$ cat src/hw/rtl/shfc_pkg.sv
package shfc_pkg;

	localparam int unsigned OperandWidth = 32;

	localparam logic [30:0] F32Inf    = 31'h7F80_0000;
	localparam logic [30:0] F32MaxH   = 31'h477F_E000;
	localparam logic [30:0] F32MinH   = 31'h3880_0000;
	localparam logic [30:0] F32NanMin = 31'h7F80_2000;
	localparam logic [17:0] BiasDiff  = 18'h1_C000;

	typedef enum logic {
		REQ_S2H = 1'b0,
		REQ_H2S = 1'b1
	} req_type_t;

	// Class of the operand, decided in the first stage.
	typedef enum logic [2:0] {
		CLS_TINY   = 3'd0,
		CLS_NORMAL = 3'd1,
		CLS_INF    = 3'd2,
		CLS_NANLO  = 3'd3,
		CLS_NANHI  = 3'd4,
		CLS_HSPEC  = 3'd5,
		CLS_HNORM  = 3'd6,
		CLS_HSUB   = 3'd7
	} cls_t;

	typedef struct packed {
		logic        sign;
		cls_t        cls;
		logic [30:0] mag;
		logic [4:0]  shamt;
	} decode_t;

endpackage

$ cat src/hw/rtl/shfc_if.sv
interface shfc_if #(
	parameter int unsigned Width = 32
);
	logic             valid;
	logic             ready;
	logic             req_type;
	logic [Width-1:0] operand;
	logic [Width-1:0] converted;

	modport source (output valid, req_type, operand, converted, input ready);
	modport sink (input valid, req_type, operand, converted, output ready);
endinterface

$ cat src/hw/rtl/single_half_float_converter.sv
// Each accepted input beat passes through stage registers s1, s2 and s3 before its result reaches the output.
// Throughput: one beat per cycle while the output is not stalled; the three stage registers advance together.
// A stall on the output holds every stage in place, so nothing is lost or repeated.
// Reset (arst_n low) clears all stage valid bits at once; payload is not reset.
module single_half_float_converter (
	input  logic      clk,
	input  logic      arst_n,
	shfc_if.sink      in_ch,
	shfc_if.source    out_ch
);
	import shfc_pkg::*;

	logic        v_s1, v_s2, v_s3;
	logic        req_s1;
	logic [31:0] op_s1;
	decode_t     dec_w, dec_s2;
	logic [31:0] res_w, res_s3;
	logic        adv;

	assign adv = out_ch.ready || !v_s3;
	assign in_ch.ready = adv;
	assign out_ch.valid = v_s3;
	assign out_ch.converted = res_s3;
	assign out_ch.req_type = 1'b0;
	assign out_ch.operand = '0;

	shfc_decode u_dec (.req_type(req_s1), .operand(op_s1), .dec(dec_w));
	shfc_compose u_cmp (.dec(dec_s2), .result(res_w));

	always_ff @(posedge clk or negedge arst_n) begin
		if (!arst_n) begin
			v_s1 <= 1'b0;
			v_s2 <= 1'b0;
			v_s3 <= 1'b0;
		end else if (adv) begin
			v_s1 <= in_ch.valid;
			v_s2 <= v_s1;
			v_s3 <= v_s2;
		end
	end

	always_ff @(posedge clk) begin
		if (adv) begin
			req_s1 <= in_ch.req_type;
			op_s1 <= in_ch.operand;
			dec_s2 <= dec_w;
			res_s3 <= res_w;
		end
	end
endmodule

$ cat src/hw/rtl/shfc_decode.sv
module shfc_decode (
	input  logic                req_type,
	input  logic [31:0]         operand,
	output shfc_pkg::decode_t   dec
);
	import shfc_pkg::*;

	logic [30:0] mag;
	logic [7:0]  e;
	logic [8:0]  sh;
	logic [14:0] hv;
	logic [3:0]  lz;

	always_comb begin
		dec = '0;
		lz = 4'd0;
		sh = 9'd0;
		mag = operand[30:0];
		e = mag[30:23];
		hv = operand[14:0];
		if (req_type == REQ_S2H) begin
			dec.sign = operand[31];
			dec.mag = mag;
			if (mag < F32MinH) begin
				dec.cls = CLS_TINY;
				sh = (e == 8'd0) ? 9'd125 : (9'd126 - {1'b0, e});
				dec.shamt = (sh >= 9'd32) ? 5'd31 : sh[4:0];
				if (sh >= 9'd32) dec.mag = '0;
			end else if (mag <= F32MaxH) begin
				dec.cls = CLS_NORMAL;
			end else if (mag <= F32Inf) begin
				dec.cls = CLS_INF;
			end else if (mag < F32NanMin) begin
				dec.cls = CLS_NANLO;
			end else begin
				dec.cls = CLS_NANHI;
			end
		end else begin
			dec.sign = operand[15];
			dec.mag = {16'd0, hv};
			for (int i = 0; i < 10; i++) begin
				if (hv[i]) lz = 4'(9 - i);
			end
			dec.shamt = {1'b0, lz};
			if (hv[14:10] == 5'h1F) dec.cls = CLS_HSPEC;
			else if (hv[14:10] != 5'd0) dec.cls = CLS_HNORM;
			else dec.cls = CLS_HSUB;
		end
	end
endmodule

$ cat src/hw/rtl/shfc_compose.sv
module shfc_compose (
	input  shfc_pkg::decode_t dec,
	output logic [31:0]       result
);
	import shfc_pkg::*;

	logic [23:0] sig;
	logic [15:0] h;
	logic [9:0]  m;
	logic [9:0]  msh;

	always_comb begin
		sig = {(dec.mag[30:23] != 8'd0), dec.mag[22:0]};
		m = dec.mag[9:0];
		msh = m << (dec.shamt[3:0] + 4'd1);
		h = '0;
		result = '0;
		unique case (dec.cls)
			CLS_TINY:   h = 16'(sig >> dec.shamt);
			CLS_NORMAL: h = 16'(18'(dec.mag[30:13]) - BiasDiff);
			CLS_INF:    h = 16'h7C00;
			CLS_NANLO:  h = 16'h7C01;
			CLS_NANHI:  h = 16'(18'(dec.mag[30:13]) - {BiasDiff[16:0], 1'b0});
			CLS_HSPEC:  result = {dec.sign, 8'hFF, m, 13'd0};
			CLS_HNORM:  result = {dec.sign, 31'({dec.mag[14:0] + 18'(BiasDiff), 13'd0})};
			CLS_HSUB:   result = (m == 10'd0) ? {dec.sign, 31'd0} :
				{dec.sign, 8'(8'd112 - {4'd0, dec.shamt[3:0]} + 8'd1) - 8'd1, msh, 13'd0};
			default:    h = '0;
		endcase
		if (dec.cls == CLS_TINY || dec.cls == CLS_NORMAL || dec.cls == CLS_INF
				|| dec.cls == CLS_NANLO || dec.cls == CLS_NANHI) begin
			result = {16'd0, h | {dec.sign, 15'd0}};
		end
	end
endmodule

$ cat src/flat_wrapper.sv
// flat-port wrapper written by rule: the top's interface ports become plain ports
module single_half_float_converter_flat import shfc_pkg::*;
  (clk, arst_n, in_ch_valid, in_ch_req_type, in_ch_operand, in_ch_converted, in_ch_ready, out_ch_valid, out_ch_req_type, out_ch_operand, out_ch_converted, out_ch_ready);
  shfc_if #(.Width(32)) in_ch_i ();
  shfc_if #(.Width(32)) out_ch_i ();
  input  logic clk;
  input  logic arst_n;
  input wire logic [$bits(in_ch_i.valid)-1:0] in_ch_valid;
  input wire logic [$bits(in_ch_i.req_type)-1:0] in_ch_req_type;
  input wire logic [$bits(in_ch_i.operand)-1:0] in_ch_operand;
  input wire logic [$bits(in_ch_i.converted)-1:0] in_ch_converted;
  output wire logic [$bits(in_ch_i.ready)-1:0] in_ch_ready;
  output wire logic [$bits(out_ch_i.valid)-1:0] out_ch_valid;
  output wire logic [$bits(out_ch_i.req_type)-1:0] out_ch_req_type;
  output wire logic [$bits(out_ch_i.operand)-1:0] out_ch_operand;
  output wire logic [$bits(out_ch_i.converted)-1:0] out_ch_converted;
  input wire logic [$bits(out_ch_i.ready)-1:0] out_ch_ready;
  assign in_ch_i.valid = in_ch_valid;
  assign in_ch_i.req_type = in_ch_req_type;
  assign in_ch_i.operand = in_ch_operand;
  assign in_ch_i.converted = in_ch_converted;
  assign in_ch_ready = in_ch_i.ready;
  assign out_ch_valid = out_ch_i.valid;
  assign out_ch_req_type = out_ch_i.req_type;
  assign out_ch_operand = out_ch_i.operand;
  assign out_ch_converted = out_ch_i.converted;
  assign out_ch_i.ready = out_ch_ready;
  single_half_float_converter u_core (.clk(clk), .arst_n(arst_n), .in_ch(in_ch_i), .out_ch(out_ch_i));
endmodule
$ cat config.mk
export PLATFORM = sky130hd
export DESIGN_NAME = single_half_float_converter_flat
export DESIGN_NICKNAME = d
export VERILOG_FILES = /design/src/hw/rtl/shfc_pkg.sv /design/src/hw/rtl/shfc_if.sv /design/src/hw/rtl/single_half_float_converter.sv /design/src/hw/rtl/shfc_decode.sv /design/src/hw/rtl/shfc_compose.sv /design/src/flat_wrapper.sv
export SDC_FILE = /design/constraint.sdc
export NUM_CORES = 1
export LEC_CHECK = 0
export ABC_AREA = 1
export BUFFER_PORTS_ARGS = -buffer_cell sky130_fd_sc_hd__buf_2
export CAP_MARGIN = 20
export CORE_MARGIN = 2
export CORE_UTILIZATION = 23
export CTS_CLUSTER_SIZE = 10
export DETAILED_ROUTE_END_ITERATION = 10
export GPL_TIMING_DRIVEN = 0
export SLEW_MARGIN = 20
export SYNTH_ARGS = -nofsm -noshare
export SYNTH_HDL_FRONTEND = slang
export SYNTH_SLANG_ARGS = --single-unit
$ cat constraint.sdc
create_clock -name clk -period 5.15 [get_ports clk]
set_clock_uncertainty 0.2 [all_clocks]
set_input_delay 1.03 -clock clk [delete_from_list [all_inputs] [get_ports clk]]
set_output_delay 1.03 -clock clk [all_outputs]
set_load 0.005 [all_outputs]
==> metrics.txt <==
run status=completed; Final ANT Viol Nets=0; kind of critical path=primary input to primary output; largest cells by area after synthesis=edfxtp_1 (47%), nand2_1 (11%), nand3_1 (8.9%); Synth top area share=46.9%; endpoints failing hold=0; Post-CTS Setup Bufs=0; CTS clock-pin slew for the worst setup and hold paths=0.08 ns; Setup crit start kind=primary input; Synth Instances=between 700 and 800; setup TNS=0 ns; WP data required=3.92 ns; cts repair resizes=0; final net count=988; first-pass GRT wire length=29.2 mm; DRC=0; Routed wire per std cell=roughly 14 µm; worst-margin pin slew=0.663 ns; Die ar.=30400 µm²; DIE HEIGHT=174 µm; critical path arrival=1.71 ns; max frequency=0.340 GHz; period utilisation layout=57.0%; Seq/Total Area, Yosys=between 40% and 50%; LEAKAGE=3.52 nW; clk buf depth=2; dpl cell area=7660 µm²; Synth area leader=edfxtp_1; Row Count=between 60 and 70; CTS root buffer=clkbuf_16; #FFs+latches synth=roughly 110; port buffer count=70; clock latency on the worst-skew pair=around 0.38 ns; Vias=5592; gr usage total=12.5%; syn avg cell area=8.37 µm²; unrepaired setup endpoints after global routing=false; Ys Warns=0; Fillers=3068; Pwr Density=436 nW/µm²; Final Instance Area=7970 µm²; DP HPWL=14.8 mm; fraction of layout cells with a size suffix above 1=between 20% and 30%; max cap viols=0; Synth Cell Area=about 6700 µm²; number of global-route vias before repair=5105; post-route minimum period=2.94 ns; Core ar.=28600 µm²; H-tree depth=3; Detailed Route WL=18.8 mm; Top Ports=136; CP Capture Type=primary output; DRT iter0 DRCs=420; DRT Pass-1 Iters=5; number of distinct library cells after synthesis=44; crit-path max FO=32; Final GP Congestion=0.911; CTS tree=built; initial antenna violation count=0; area grow syn2layout=19.6%; Die Wd=around 170 µm; Starting Density=23.3%; CTS Hold Bufs=0; Max Slew Vio Count=0; slew margin rel.=a little under three fifths; CTS Sinks=approximately 110; antenna diode count=0; largest net degree at the start of global routing=46; GRT overflow=0; peak supply drop=between 0.00015 and 0.0002 V; Worst Hold Class=primary input to async pin; Setup Viol. Count Final=0; vias per cell=approximately 4.3; CTS buffer count=9
## critical path: stages
cell and delay, ns:
buf_2 0.07, inv_1 0.05, nand2_4 0.33, buf_2 0.20
## stage by stage
stage                     setup WS, ns  cells  utilization (%)  total power, mW  hold WS [ns]
final                             2.21   1300             27.8             3.48         0.235
after global routing              2.11   1300             27.8             3.72         0.223
after global placement          -0.940   1282             26.6             2.78         0.228
after CTS                         2.18   1300             27.8             3.50         0.220
after floorplan                  0.573    828                -             2.28         0.220
after detailed placement          2.18   1284             26.8             2.77         0.251
## cell usage in the layout (no fill, tap or decap), types with 13 or more instances in the layout
cell type  Yosys  layout
nand3_1      119     119
nor3_2        13      13
nand2_1      203     202
buf_4         38      38
a21oi_1       27      27
conb_1         1      33
o21ai_0       34      34
inv_1         67      67
nor2_1        75      75
edfxtp_1     104     104
buf_2          9      79
## registers in the layout, indices dropped and copies added (netlist names)
signal and cells:
u_core.req_s1 1, u_core.op_s1 32, u_core.out_ch.converted 31, u_core.v_s1 1
u_core.dec_s2 40, u_core.out_ch.valid 1, u_core.v_s2 1
## kinds of logic after synthesis
group                      synth area share [%]
other                                    0.0563
and+or+nand+nor                            30.1
adders and majority gates                  1.50
muxes                                     0.169
buffers and inverters                      10.6
AOI/OAI and AO/OA                          8.67
DFF                                        48.0
xor gates and xnor gates                  0.920
## final cells by class
type	count	area (µm²)	area share, %
sequential	107	3200	40.1
multi-input combinational	584	2890	36.2
tap	384	480	6.03
buffer	62	428	5.37
timing repair buffer	72	390	4.90
inverter	75	282	3.53
clock buffer	9	225	2.83
clock inverter	7	80.1	1.00
## power by group
group          internal, mW  switching (mW)
Combinational         0.453           0.920
Sequential             1.23           0.153
Clock                 0.348           0.372
## routing by layer
layer	vias to the layer above	routed length (µm)	track usage, %
li1	2848	-	-
met1	2508	8880	17.7
met2	210	8140	18.7
met3	26	1320	2.82
met4	0	480	4.41
met5	-	0	0
## synth_stat cells, drive strengths merged
cell type  instances
a31oi              1
nor4               2
dfrtp              3
nor3              17
o22ai              1
nand3            120
o21a               1
nand2            206
o21ai             38
xor2               6
edfxtp           104
nand4             11
or2                1
mux2               1
clkbuf             7
xnor2              1
inv               73
nor2              83
conb               1
and2               2
a21boi             7
a21oi             36
ha                 8
a22oi              1
o211ai             8
clkinv             2
buf               55
## worst paths after layout
kind                       slack (ns)  cells past startpoint             start                          end
max in group asynchronous        4.41                      1            arst_n          u_core.out_ch.valid
max reg2reg                      2.32                      9  u_core.dec_s2[1]  u_core.out_ch.converted[22]
max                              2.21                      4      out_ch_ready                  in_ch_ready
min                              0.24                      1            arst_n                  u_core.v_s2
min in group clk                 0.26                      2       u_core.v_s2          u_core.out_ch.valid
min reg2reg                      0.26                      2       u_core.v_s2          u_core.out_ch.valid
(Power assumes the default switching activity.)
